===== config.mk =====
export PLATFORM = sky130hd
export DESIGN_NAME = rotated_framebuffer_window_writer_top
export DESIGN_NICKNAME = d
export VERILOG_FILES = /design/src/rtl/rfbw_pkg.sv /design/src/rtl/rfbw_front.sv /design/src/rtl/rfbw_fifo.sv /design/src/rtl/rfbw_back.sv /design/src/rtl/rotated_framebuffer_window_writer_top.sv
export SDC_FILE = /design/constraint.sdc
export NUM_CORES = 1
export LEC_CHECK = 0
export BUFFER_PORTS_ARGS = -buffer_cell sky130_fd_sc_hd__clkbuf_2
export CAP_MARGIN = 10
export CORE_MARGIN = 1.5
export CORE_UTILIZATION = 41
export DETAILED_ROUTE_END_ITERATION = 6
export PLACE_DENSITY = 0.66
export SYNTH_ARGS = -nofsm -noshare
export SYNTH_HDL_FRONTEND = slang
export SYNTH_SLANG_ARGS = --single-unit
export TNS_END_PERCENT = 1

===== constraint.sdc =====
create_clock -name clk -period 20.7 [get_ports clk]
set_input_delay 0 -clock clk [delete_from_list [all_inputs] [get_ports clk]]
set_output_delay 0 -clock clk [all_outputs]
set_load 0.05 [all_outputs]

===== src/rtl/rfbw_pkg.sv =====
// Shared types, widths and codes for the rotated frame-buffer window writer.
package rfbw_pkg;

  localparam int MAX_SIDE   = 1024;
  localparam int SIDE_W     = $clog2(MAX_SIDE);
  localparam int POS_W      = SIDE_W + 1;
  localparam int DATA_W     = 16;
  localparam int ADDR_W     = 2 * SIDE_W;
  localparam int CFG_IDX_W  = 2;
  localparam int QUEUE_DEPTH_DEF = 4;

  localparam logic [SIDE_W-1:0] PANEL_WIDTH_RST  = SIDE_W'(320);
  localparam logic [SIDE_W-1:0] PANEL_HEIGHT_RST = SIDE_W'(480);

  // request kinds
  localparam logic [1:0] REQ_SET_WIN = 2'd0;
  localparam logic [1:0] REQ_STREAM  = 2'd1;
  localparam logic [1:0] REQ_POINT   = 2'd2;

  // configuration register indexes
  localparam logic [CFG_IDX_W-1:0] CFG_PANEL_WIDTH  = CFG_IDX_W'(0);
  localparam logic [CFG_IDX_W-1:0] CFG_PANEL_HEIGHT = CFG_IDX_W'(1);

  // one on-panel pixel handed from the front to the back
  typedef struct packed {
    logic [SIDE_W-1:0] col;
    logic [SIDE_W-1:0] row;
    logic [DATA_W-1:0] color;
  } pix_t;

  function automatic logic [DATA_W-1:0] swap_bytes(input logic [DATA_W-1:0] c);
    swap_bytes = {c[7:0], c[15:8]};
  endfunction

endpackage


===== src/rtl/rfbw_front.sv =====
// Front end: takes requests, keeps window and cursor, passes on-panel pixels.
module rfbw_front import rfbw_pkg::*; (
  input  logic              clk,
  input  logic              rst,
  input  logic              in_valid,
  output logic              in_ready,
  input  logic [1:0]        req_type,
  input  logic              burst_start,
  input  logic [POS_W-1:0]  pos_x,
  input  logic [POS_W-1:0]  pos_y,
  input  logic [SIDE_W-1:0] span_w,
  input  logic [SIDE_W-1:0] span_h,
  input  logic [DATA_W-1:0] pixel_color,
  input  logic [SIDE_W-1:0] panel_width,
  input  logic [SIDE_W-1:0] panel_height,
  output logic              push,
  output pix_t              push_item,
  input  logic              q_ready
);

  logic [SIDE_W-1:0] win_left, win_top, win_cols, win_rows;
  logic [SIDE_W-1:0] cursor_col, cursor_row;
  logic [SIDE_W-1:0] win_left_next, win_top_next, win_cols_next, win_rows_next;
  logic [SIDE_W-1:0] cursor_col_next, cursor_row_next;

  logic              acc;
  logic              emit;
  logic [SIDE_W-1:0] cur_col, cur_row;
  logic [SIDE_W:0]   col_inc, row_inc, col_end, row_end, x_end, y_end;
  logic              wrap_col, wrap_row, set_bad, win_empty;

  assign in_ready = q_ready;
  assign acc      = in_valid && q_ready;

  always_comb begin
    cur_col   = burst_start ? win_left : cursor_col;
    cur_row   = burst_start ? win_top  : cursor_row;
    col_inc   = {1'b0, cur_col} + (SIDE_W+1)'(1);
    row_inc   = {1'b0, cur_row} + (SIDE_W+1)'(1);
    col_end   = {1'b0, win_left} + {1'b0, win_cols};
    row_end   = {1'b0, win_top} + {1'b0, win_rows};
    wrap_col  = col_inc >= col_end;
    wrap_row  = row_inc >= row_end;
    x_end     = {1'b0, pos_x[SIDE_W-1:0]} + {1'b0, span_w};
    y_end     = {1'b0, pos_y[SIDE_W-1:0]} + {1'b0, span_h};
    set_bad   = pos_x[POS_W-1] || pos_y[POS_W-1] ||
                (x_end > {1'b0, panel_width}) || (y_end > {1'b0, panel_height});
    win_empty = (win_cols == '0) || (win_rows == '0);

    win_left_next   = win_left;
    win_top_next    = win_top;
    win_cols_next   = win_cols;
    win_rows_next   = win_rows;
    cursor_col_next = cursor_col;
    cursor_row_next = cursor_row;
    emit            = 1'b0;
    push_item.col   = cur_col;
    push_item.row   = cur_row;
    push_item.color = pixel_color;

    case (req_type)
      REQ_SET_WIN: begin
        if (set_bad) begin
          win_left_next = '0;
          win_top_next  = '0;
          win_cols_next = '0;
          win_rows_next = '0;
        end else begin
          win_left_next = pos_x[SIDE_W-1:0];
          win_top_next  = pos_y[SIDE_W-1:0];
          win_cols_next = span_w;
          win_rows_next = span_h;
        end
        cursor_col_next = win_left_next;
        cursor_row_next = win_top_next;
      end
      REQ_STREAM: begin
        if (!win_empty) begin
          // a stale cursor off the panel writes nothing but still steps
          emit = (cur_col < panel_width) && (cur_row < panel_height);
          if (wrap_col) begin
            cursor_col_next = win_left;
            cursor_row_next = wrap_row ? win_top : row_inc[SIDE_W-1:0];
          end else begin
            cursor_col_next = col_inc[SIDE_W-1:0];
            cursor_row_next = cur_row;
          end
        end
      end
      REQ_POINT: begin
        push_item.col = pos_x[SIDE_W-1:0];
        push_item.row = pos_y[SIDE_W-1:0];
        emit = !pos_x[POS_W-1] && !pos_y[POS_W-1] &&
               (pos_x[SIDE_W-1:0] < panel_width) && (pos_y[SIDE_W-1:0] < panel_height);
      end
      default: begin
        emit = 1'b0;
      end
    endcase
  end

  assign push = acc && emit;

  always_ff @(posedge clk) begin
    if (rst) begin
      win_left   <= '0;
      win_top    <= '0;
      win_cols   <= '0;
      win_rows   <= '0;
      cursor_col <= '0;
      cursor_row <= '0;
    end else if (acc) begin
      win_left   <= win_left_next;
      win_top    <= win_top_next;
      win_cols   <= win_cols_next;
      win_rows   <= win_rows_next;
      cursor_col <= cursor_col_next;
      cursor_row <= cursor_row_next;
    end
  end

  a_set_win_homes_cursor: assert property (@(posedge clk) disable iff (rst)
    (acc && req_type == REQ_SET_WIN) |=> (cursor_col == win_left && cursor_row == win_top))
    else $error("cursor not at window origin after set window");

endmodule


===== src/rtl/rfbw_fifo.sv =====
// Short pixel queue between the front end and the address back end.
module rfbw_fifo import rfbw_pkg::*; #(
  parameter int DEPTH = QUEUE_DEPTH_DEF
) (
  input  logic clk,
  input  logic rst,
  input  logic push,
  input  pix_t push_item,
  output logic not_full,
  input  logic pop,
  output logic rd_valid,
  output pix_t rd_item
);

  localparam int PTR_W = (DEPTH > 1) ? $clog2(DEPTH) : 1;
  localparam int CNT_W = $clog2(DEPTH + 1);

  pix_t             mem [DEPTH];
  logic [PTR_W-1:0] wr_ptr, rd_ptr;
  logic [CNT_W-1:0] count;

  assign not_full = count != CNT_W'(DEPTH);
  assign rd_valid = count != '0;
  assign rd_item  = mem[rd_ptr];

  always_ff @(posedge clk) begin
    if (push) begin
      mem[wr_ptr] <= push_item;
    end
  end

  always_ff @(posedge clk) begin
    if (rst) begin
      wr_ptr <= '0;
      rd_ptr <= '0;
      count  <= '0;
    end else begin
      if (push) begin
        wr_ptr <= (wr_ptr == PTR_W'(DEPTH - 1)) ? '0 : wr_ptr + PTR_W'(1);
      end
      if (pop) begin
        rd_ptr <= (rd_ptr == PTR_W'(DEPTH - 1)) ? '0 : rd_ptr + PTR_W'(1);
      end
      case ({push, pop})
        2'b10:   count <= count + CNT_W'(1);
        2'b01:   count <= count - CNT_W'(1);
        default: count <= count;
      endcase
    end
  end

  a_count_bound: assert property (@(posedge clk) disable iff (rst)
    count <= CNT_W'(DEPTH))
    else $error("queue count beyond depth");

  a_no_overrun: assert property (@(posedge clk) disable iff (rst)
    push |-> (count < CNT_W'(DEPTH) || pop))
    else $error("push into full queue");

  a_no_underrun: assert property (@(posedge clk) disable iff (rst)
    (pop && !push) |=> (count == $past(count) - CNT_W'(1)))
    else $error("queue count lost on pop");

endmodule


===== src/rtl/rfbw_back.sv =====
// Back end: rotated address multiply, byte swap and output register.
module rfbw_back import rfbw_pkg::*; (
  input  logic              clk,
  input  logic              rst,
  input  logic              q_valid,
  input  pix_t              q_item,
  output logic              q_pop,
  input  logic [SIDE_W-1:0] panel_width,
  input  logic [SIDE_W-1:0] panel_height,
  output logic              out_valid,
  input  logic              out_ready,
  output logic [ADDR_W-1:0] mem_addr,
  output logic [DATA_W-1:0] mem_data
);

  logic              s1_valid;
  logic [ADDR_W-1:0] s1_prod;
  logic [SIDE_W-1:0] s1_row;
  logic [DATA_W-1:0] s1_data;
  logic              out_en, s1_en;
  logic [SIDE_W-1:0] rev_col;

  assign out_en  = !out_valid || out_ready;
  assign s1_en   = !s1_valid || out_en;
  assign q_pop   = q_valid && s1_en;
  // column counted from the right edge, as the panel is stored rotated
  assign rev_col = panel_width - SIDE_W'(1) - q_item.col;

  always_ff @(posedge clk) begin
    if (rst) begin
      s1_valid  <= 1'b0;
      out_valid <= 1'b0;
    end else begin
      if (s1_en) begin
        s1_valid <= q_valid;
      end
      if (out_en) begin
        out_valid <= s1_valid;
      end
    end
  end

  always_ff @(posedge clk) begin
    if (q_pop) begin
      s1_prod <= ADDR_W'(rev_col) * ADDR_W'(panel_height);
      s1_row  <= q_item.row;
      s1_data <= swap_bytes(q_item.color);
    end
    if (out_en && s1_valid) begin
      mem_addr <= s1_prod + ADDR_W'(s1_row);
      mem_data <= s1_data;
    end
  end

endmodule


===== src/rtl/rotated_framebuffer_window_writer_top.sv =====
// Rotated frame-buffer window writer: a pixel request stream in, memory writes out.
// Takes one request per clock while the queue has room and gives at most one memory
// write word per request, registered in the queue, the multiply register and the
// output register, which holds it until taken. The rate holds while the output
// does not stall, through a single 10x10 address multiply stage; the queue absorbs
// short output stalls. Set-window requests and clipped pixels give no write. The
// user must write the panel size registers on the cfg channel only while the block
// is idle; the block does not enforce it, and the cfg channel is always ready.
module rotated_framebuffer_window_writer_top import rfbw_pkg::*; #(
  parameter int QUEUE_DEPTH = QUEUE_DEPTH_DEF
) (
  input  logic                 clk,
  input  logic                 rst,
  input  logic                 s_tvalid,
  output logic                 s_tready,
  input  logic [63:0]          s_tdata,  // pos_x, pos_y, span_w, span_h, pixel_color
  input  logic [2:0]           s_tuser,  // req_type, burst_start
  output logic                 m_tvalid,
  input  logic                 m_tready,
  output logic [39:0]          m_tdata,  // mem_addr, mem_data
  input  logic                 cfg_valid,
  output logic                 cfg_ready,
  input  logic [CFG_IDX_W-1:0] cfg_index,
  input  logic [SIDE_W-1:0]    cfg_data
);

  logic [SIDE_W-1:0] panel_width, panel_height;
  logic              push, q_ready, q_valid, q_pop;
  pix_t              push_item, q_item;
  logic [ADDR_W-1:0] mem_addr;
  logic [DATA_W-1:0] mem_data;

  assign cfg_ready = 1'b1;

  always_ff @(posedge clk) begin
    if (rst) begin
      panel_width  <= PANEL_WIDTH_RST;
      panel_height <= PANEL_HEIGHT_RST;
    end else if (cfg_valid) begin
      case (cfg_index)
        CFG_PANEL_WIDTH:  panel_width  <= cfg_data;
        CFG_PANEL_HEIGHT: panel_height <= cfg_data;
        default:          ;
      endcase
    end
  end

  rfbw_front u_front (
    .clk          (clk),
    .rst          (rst),
    .in_valid     (s_tvalid),
    .in_ready     (s_tready),
    .req_type     (s_tuser[1:0]),
    .burst_start  (s_tuser[2]),
    .pos_x        (s_tdata[10:0]),
    .pos_y        (s_tdata[21:11]),
    .span_w       (s_tdata[31:22]),
    .span_h       (s_tdata[41:32]),
    .pixel_color  (s_tdata[57:42]),
    .panel_width  (panel_width),
    .panel_height (panel_height),
    .push         (push),
    .push_item    (push_item),
    .q_ready      (q_ready)
  );

  rfbw_fifo #(.DEPTH(QUEUE_DEPTH)) u_fifo (
    .clk       (clk),
    .rst       (rst),
    .push      (push),
    .push_item (push_item),
    .not_full  (q_ready),
    .pop       (q_pop),
    .rd_valid  (q_valid),
    .rd_item   (q_item)
  );

  rfbw_back u_back (
    .clk          (clk),
    .rst          (rst),
    .q_valid      (q_valid),
    .q_item       (q_item),
    .q_pop        (q_pop),
    .panel_width  (panel_width),
    .panel_height (panel_height),
    .out_valid    (m_tvalid),
    .out_ready    (m_tready),
    .mem_addr     (mem_addr),
    .mem_data     (mem_data)
  );

  assign m_tdata = {4'b0, mem_data, mem_addr};

endmodule


==> flow_summary_export.csv, run 1 <==
group,metric,value,unit
outcome,status,"finished clean",
worst_setup_path,cp.required,21000,ps
logic_synthesis,avgSynthCellArea,11.4,um^2
routing,ant_nets,0,
die,num_rows,80,
layout,nets,2274,
routing,wirelength,47000,um
logic_synthesis,yosys_warnings,0,
die,coreArea,47700,um^2
clock_network,cts.clk_slew.worst_paths,60,ps
worst_setup_path,cp_top_family,"adder cells",
clock_network,clk_path_buf_depth,3,
worst_setup_path,r2r_end,"u_back.s1_prod[19]",
routing,routedWlPerCell,18.4,um
worst_setup_path,ff2ff_path_depth,29,
power,p_leak,9.61,nW
global_route,grt-ovfl-total,0,
global_route,grt_pass1_wl,75800,um
global_route,grt_max_degree,76,
logic_synthesis,ys_ff_latch,317,
worst_setup_path,worstPathMaxFanout,20,
worst_hold_path,whs_endpoint,"u_front.cursor_col[2]",
layout,regArea,8610,um^2
global_route,grt_pass1_vias,14400,
clock_network,cts_max_level,2,
sta,drv_slew,0,
sta,max_freq,0.108,GHz
flow_run,maxCapViolations,0,
worst_setup_path,end_kind,"flip-flop",
worst_setup_path,ff2ff_setup_slack,11400,ps
logic_synthesis,syn_area,19800,um^2
layout,final_cells,2562,
sta,timing.final.crit_share,44.9,%
layout,layout-drive-gt1-share,14.5,%
place,hpwl,34000,um
sta,max-slew-margin-rel,22.9,%
layout,nFillCells,4259,
place,dp_slack,11380,ps
sta,final_hold_viol_count,0,
routing,drt-initial-drc-count,853,
clock_network,numCtsBuffers,37,
layout,area_delta_synth_final,16.4,%
logic_synthesis,ys.flop_type,"edfxtp_1",
clock_network,cts_sinks,317,
logic_synthesis,postSynthCellCount,1737,
worst_setup_path,cp_slowest_cell,"dfxtp_2",
die,io_pins,127,
logic_synthesis,ys_types,66,
sta,fin_hold_ws,135,ps
worst_setup_path,crit_arrival,9600,ps
logic_synthesis,ys_async_sr_fraction,0,%
layout,diodes,0,
worst_setup_path,crit_type,"flip-flop to flip-flop",
routing,vias,13900,
routing,drc_errors,0,
sta,period_needed,9300,ps
sta,rsz0062_at_grt,"false",
power,p_total,3.76,mW
die,initial_core_util,41.6,%
die,fp.dieW,223,um
worst_hold_path,hold_path.class,"input port to flip-flop",
worst_setup_path,path_buf_inv,7,
worst_hold_path,min_from,"s_tuser[0]",
clock_network,clkLatencyLatePin,560,ps
logic_synthesis,yosysSeqAreaShare,43.4,%
routing,dr.pass1.iters,6,
sta,final-setup-viol-count,0,
power,vdd.ir_drop.worst,0.200,mV
worst_setup_path,startpoint_type,"flip-flop",
clock_network,cts_resized,0,
clock_network,clockRootBuffer,"clkbuf_16",
routing,routed_via_density,5.44,
sta,setup_tns,0,ps
worst_setup_path,worst_path_most_repeated_cell,"inv_1",
worst_hold_path,worstHoldPathCells,4,
logic_synthesis,synth_edf_count,226,
layout,multiInputGateArea,10500,um^2
sta,worstMarginPinSlew,1150,ps
clock_network,cts_tree,"built",
sta,setup_ws,11400,ps
worst_setup_path,cp_slowest_stage_delay,740,ps
place,portBuffers,115,
power,cellPowerDensity,163,nW/um^2
place,gp_congestion,0.841,
place,dp.cells,2420,
die,die_area,49700,um^2
sta,fin_worst_skew,23.6,ps
global_route,track_usage,19.2,%
die,fp.dieH,223,um
global_route,antenna_found_initial,0,
worst max path at each step:
stage | from | end | cells after the start
2_1_floorplan | flip-flop | u_back.s1_prod[19] | 29
3_3_place_gp | flip-flop | u_back.s1_prod[19] | 29
3_5_place_dp | flip-flop | u_back.s1_prod[19] | 29
4_1_cts | flip-flop | u_back.s1_prod[19] | 29
5_1_grt | flip-flop | u_back.s1_prod[19] | 29
6_report | flip-flop | u_back.s1_prod[19] | 29
what timing repair did:
action | in CTS | in global routing
hold buffers | 74 | 0
hold endpoints to repair | 194 | 0
buffers inserted | 0 | 0
per-layer routing:
metal	up-vias	track usage (%)	wire length, um
met5	-	0	0
met4	0	5.24	991
met3	70	3.06	2470
met2	345	33.1	22900
met1	6859	25.0	20700
li1	6673	-	-
flip-flops by register name, indices dropped and copies added, names as in the netlist, 16 cells and up, named ones only:
register	cells
u_back.mem_addr	20
u_back.mem_data	16
u_back.s1_data	16
u_back.s1_prod	20
u_fifo.mem	144
cells by family (layout without fill, tap and decap cells):
group / count (synthesis) / count (layout) / share of synthesized area, %
adder cells (fa/ha/maj): 272 / 272 / 19.8
other: 2 / 5 / 0.0378
flip-flops: 317 / 317 / 43.4
AO/OA/AOI/OAI: 310 / 310 / 10.2
multiplexers: 100 / 100 / 7.55
AND/OR/NAND/NOR: 448 / 448 / 11.2
buffers and inverters: 202 / 409 / 4.04
XOR/XNOR: 86 / 86 / 3.83
cells in the mapped netlist, types with 3 or more instances:
| cell type | instances | share of area, % |
|---|---|---|
| edfxtp_1 | 226 | 34 |
| ha_1 | 203 | 13 |
| inv_1 | 139 | 2.6 |
| nand2_1 | 133 | 2.5 |
| a21oi_1 | 125 | 3.2 |
| dfxtp_1 | 91 | 9.2 |
| nor2_1 | 83 | 1.6 |
| fa_1 | 69 | 7.0 |
| nand3_1 | 63 | 1.6 |
| and2_1 | 62 | 2.0 |
| xnor2_1 | 55 | 2.4 |
| clkbuf_1 | 39 | 0.74 |
| mux2_2 | 37 | 2.1 |
| mux4_2 | 36 | 4.1 |
| o21ai_0 | 35 | 0.88 |
| xor2_1 | 30 | 1.3 |
| a21o_1 | 28 | 1.1 |
| mux2i_1 | 27 | 1.4 |
| a221o_1 | 19 | 0.96 |
| a31oi_1 | 17 | 0.54 |
| nor3_1 | 17 | 0.43 |
| a211oi_1 | 13 | 0.49 |
| and3_1 | 13 | 0.41 |
| nor2b_1 | 12 | 0.38 |
| nand2b_1 | 11 | 0.35 |
| nor4_1 | 11 | 0.35 |
| o21a_1 | 11 | 0.42 |
| buf_1 | 10 | 0.19 |
| nand4_1 | 10 | 0.32 |
| o21bai_1 | 10 | 0.38 |
| a211o_1 | 9 | 0.40 |
| buf_4 | 8 | 0.30 |
| nand3b_1 | 7 | 0.26 |
| or3_1 | 7 | 0.22 |
| a2111oi_0 | 6 | 0.26 |
| o211ai_1 | 6 | 0.23 |
| or2_2 | 6 | 0.19 |
| buf_2 | 5 | 0.13 |
| o31ai_1 | 5 | 0.19 |
| a221oi_1 | 4 | 0.18 |
| and4_1 | 4 | 0.18 |
| o2111ai_1 | 4 | 0.18 |
| a31o_2 | 3 | 0.13 |
| or4_1 | 3 | 0.11 |
layout make-up:
type                       count  share of cell area, %
sequential                   317                   37.3
clock inverter                28                   1.52
clock buffer                  40                   4.19
inverter                     139                   2.26
timing repair buffer         202                   6.12
multi-input combinational   1221                   45.3
tap                          615                   3.33
placed cells by master (no fill, tap or decap), drive strengths merged, types with 17 or more instances in the layout:
master         n
edfxtp       226
ha           203
clkbuf       155
inv          140
nand2        133
a21oi        125
dfxtp         91
nor2          83
dlygate4sd3   74
fa            69
nand3         63
and2          62
xnor2         56
mux2          37
mux4          36
o21ai         35
xor2          30
a21o          28
mux2i         27
a221o         19
nor3          17
a31oi         17
clkinv        17
where the power goes:
group,total [mW],internal (mW),switching [mW]
logic,2.12,0.901,1.22
clock network,0.702,0.429,0.273
registers,0.935,0.890,0.0452
total,3.76,2.22,1.54
worst min-delay path, stage by stage:
cell and delay [ps]:
clkbuf_2 90, ha_1 300, a21oi_1 140, o21ai_0 90
through the flow:
stage	area (um^2)	utilization, %
after floorplan	19900	-
after global placement	21000	44.1
after detailed placement	21000	44.1
after CTS	23100	48.4
after global routing	23100	48.4
final	23100	48.4
Power figures use the tool's default switching activity.
==> run 2, diff against run 1 <==
- ABC_AREA: default -> 1
- PLACE_DENSITY: 0.66 -> 0.68
- clock period: 20.7 -> 8.05 ns (I/O delays scaled with it)
==> flow_summary_export.csv, run 2 <==
group,metric,value,unit
place,portBuffers,115,
logic_synthesis,ys_types,53,
worst_setup_path,crit_type,"flip-flop to flip-flop",
worst_setup_path,worstPathMaxFanout,42,
die,fp.dieW,227,um
global_route,grt_pass1_vias,16900,
worst_setup_path,cp.required,8340,ps
layout,reg_top3,"u_fifo.mem x144, u_back.mem_addr x20, u_back.s1_prod x20",
routing,routed_via_density,5.31,
layout,multiInputGateArea,10700,um^2
routing,routedWlPerCell,17.1,um
logic_synthesis,post-synth-top-count-cell,"nand2_1",
routing,wirelength,54700,um
clock_network,cts_max_level,2,
sta,fin_hold_ws,35.1,ps
die,coreArea,50000,um^2
worst_setup_path,worst_path_most_repeated_cell,"nand2_1",
layout,nets,2853,
worst_setup_path,path_buf_inv,6,
global_route,grt_max_degree,67,
routing,drc_errors,3,
clock_network,clockRootBuffer,"clkbuf_16",
clock_network,cts_tree,"built",
sta,period_needed,7240,ps
layout,largest_reg_flops,144,
logic_synthesis,ys.flop_type,"edfxtp_1",
logic_synthesis,yosysSeqAreaShare,41.7,%
die,die_area,51700,um^2
global_route,grt-ovfl-total,0,
flow_run,maxCapViolations,0,
clock_network,numCtsBuffers,37,
sta,rsz0062_at_grt,"false",
logic_synthesis,synthTopCellsByCount,"nand2_1, inv_1, edfxtp_1",
global_route,antenna_found_initial,1,
global_route,grt_pass1_wl,87300,um
sta,final-setup-viol-count,0,
die,num_rows,82,
clock_network,clk_path_buf_depth,3,
routing,vias,17000,
place,gp_congestion,0.915,
outcome,violations,"design-rule violations",
logic_synthesis,avgSynthCellArea,8.89,um^2
worst_hold_path,hold_path.class,"input port to flip-flop",
layout,layout_commonest_cell,"nand2_1",
sta,worstMarginPinSlew,973,ps
layout,diodes,0,
logic_synthesis,synth_edf_count,226,
worst_setup_path,end_kind,"flip-flop",
layout,largest_register,"u_fifo.mem",
routing,ant_nets,0,
clock_network,post_cts_buffers,0,
sta,max-slew-margin-rel,35.0,%
clock_network,cts_sinks,317,
logic_synthesis,ys_async_sr_fraction,0,%
clock_network,cts.clk_slew.worst_paths,60,ps
sta,fin_worst_skew,43.7,ps
layout,area_delta_synth_final,15.8,%
worst_setup_path,cp_slowest_cell,"fa_1",
worst_setup_path,startpoint_type,"flip-flop",
worst_setup_path,crit_arrival,7520,ps
worst_setup_path,cp_slowest_stage_delay,540,ps
logic_synthesis,yosys.area.top_type_share,32.9,%
logic_synthesis,synth_top_area_cell,"edfxtp_1",
logic_synthesis,synthTopCellsByArea,"edfxtp_1, ha_1, dfxtp_1",
layout,regArea,8610,um^2
global_route,track_usage,21.5,%
sta,max_freq,0.138,GHz
routing,drt-initial-drc-count,1042,
layout,layout-drive-gt1-share,9.82,%
die,fp.dieH,227,um
outcome,status,"complete, but fails checks",
die,io_pins,127,
place,hpwl,39300,um
logic_synthesis,yosys_warnings,0,
clock_network,clkLatencyLatePin,570,ps
die,initial_core_util,41.3,%
sta,timing.final.crit_share,89.9,%
layout,layout_common_cells,"nand2_1, inv_1, edfxtp_1, a21oi_1, ha_1",
sta,setup_tns,0,ps
sta,final_hold_viol_count,0,
clock_network,cts_resized,0,
logic_synthesis,ys_ff_latch,317,
clock_network,holdBufCountCts,77,
logic_synthesis,syn_area,20700,um^2
layout,nFillCells,4681,
sta,drv_slew,0,
worst_setup_path,cp_top_family,"adder cells",
routing,dr.pass1.iters,7,
logic_synthesis,postSynthCellCount,2323,
## run 2: cells by family (layout without fill, tap and decap cells)
family,Yosys count,after routing,synth area share [%]
AOI/OAI and AO/OA,444,444,11.8
xor gates and xnor gates,74,74,3.17
adders and majority gates,272,272,19.0
buffers and inverters,349,548,6.78
DFF,317,317,41.7
other,2,5,0.0364
and+or+nand+nor,865,865,17.5
## run 2: final timing paths
check | start | endpoint | slack, ps | depth (start not counted)
max | flip-flop | u_back.s1_prod[19] | 810 | 33
min | rst | u_front.win_rows[9] | 40 | 2
max reg2reg | flip-flop | u_back.s1_prod[19] | 810 | 33
min reg2reg | u_back.s1_data[6] | u_back.mem_data[6] | 410 | 0
## run 2: through the flow
| stage | setup WS [ps] | std cells | instance area, um^2 | utilization (%) |
|---|---|---|---|---|
| finish | 814 | 3197 | 23900 | 47.9 |
| detailed placement | 892 | 3052 | 21900 | 43.8 |
| floorplan | 1450 | 2326 | 20700 | - |
| CTS | 837 | 3196 | 23900 | 47.8 |
| global placement | 1000 | 3052 | 21900 | 43.8 |
| global route | 278 | 3197 | 23900 | 47.9 |
## run 2: layout make-up
| cell class | count | area share [%] |
|---|---|---|
| well taps | 672 | 3.51 |
| clock inverters | 25 | 1.12 |
| clock buffers | 42 | 4.04 |
| repair buffers | 213 | 6.32 |
| multi-input cells | 1660 | 44.8 |
| flip-flops and latches | 317 | 36.0 |
| inverters | 268 | 4.23 |
## run 2: routing by layer
layer | wire, um | track usage [%]
met1 | 23600 | 27.7
met5 | 9 | 0
met4 | 1800 | 8.37
met3 | 3720 | 3.03
met2 | 25600 | 36.4
Power of run 2 is not shown: default switching activity piles up to over one toggle a cycle in this logic, so the estimate is an artifact.
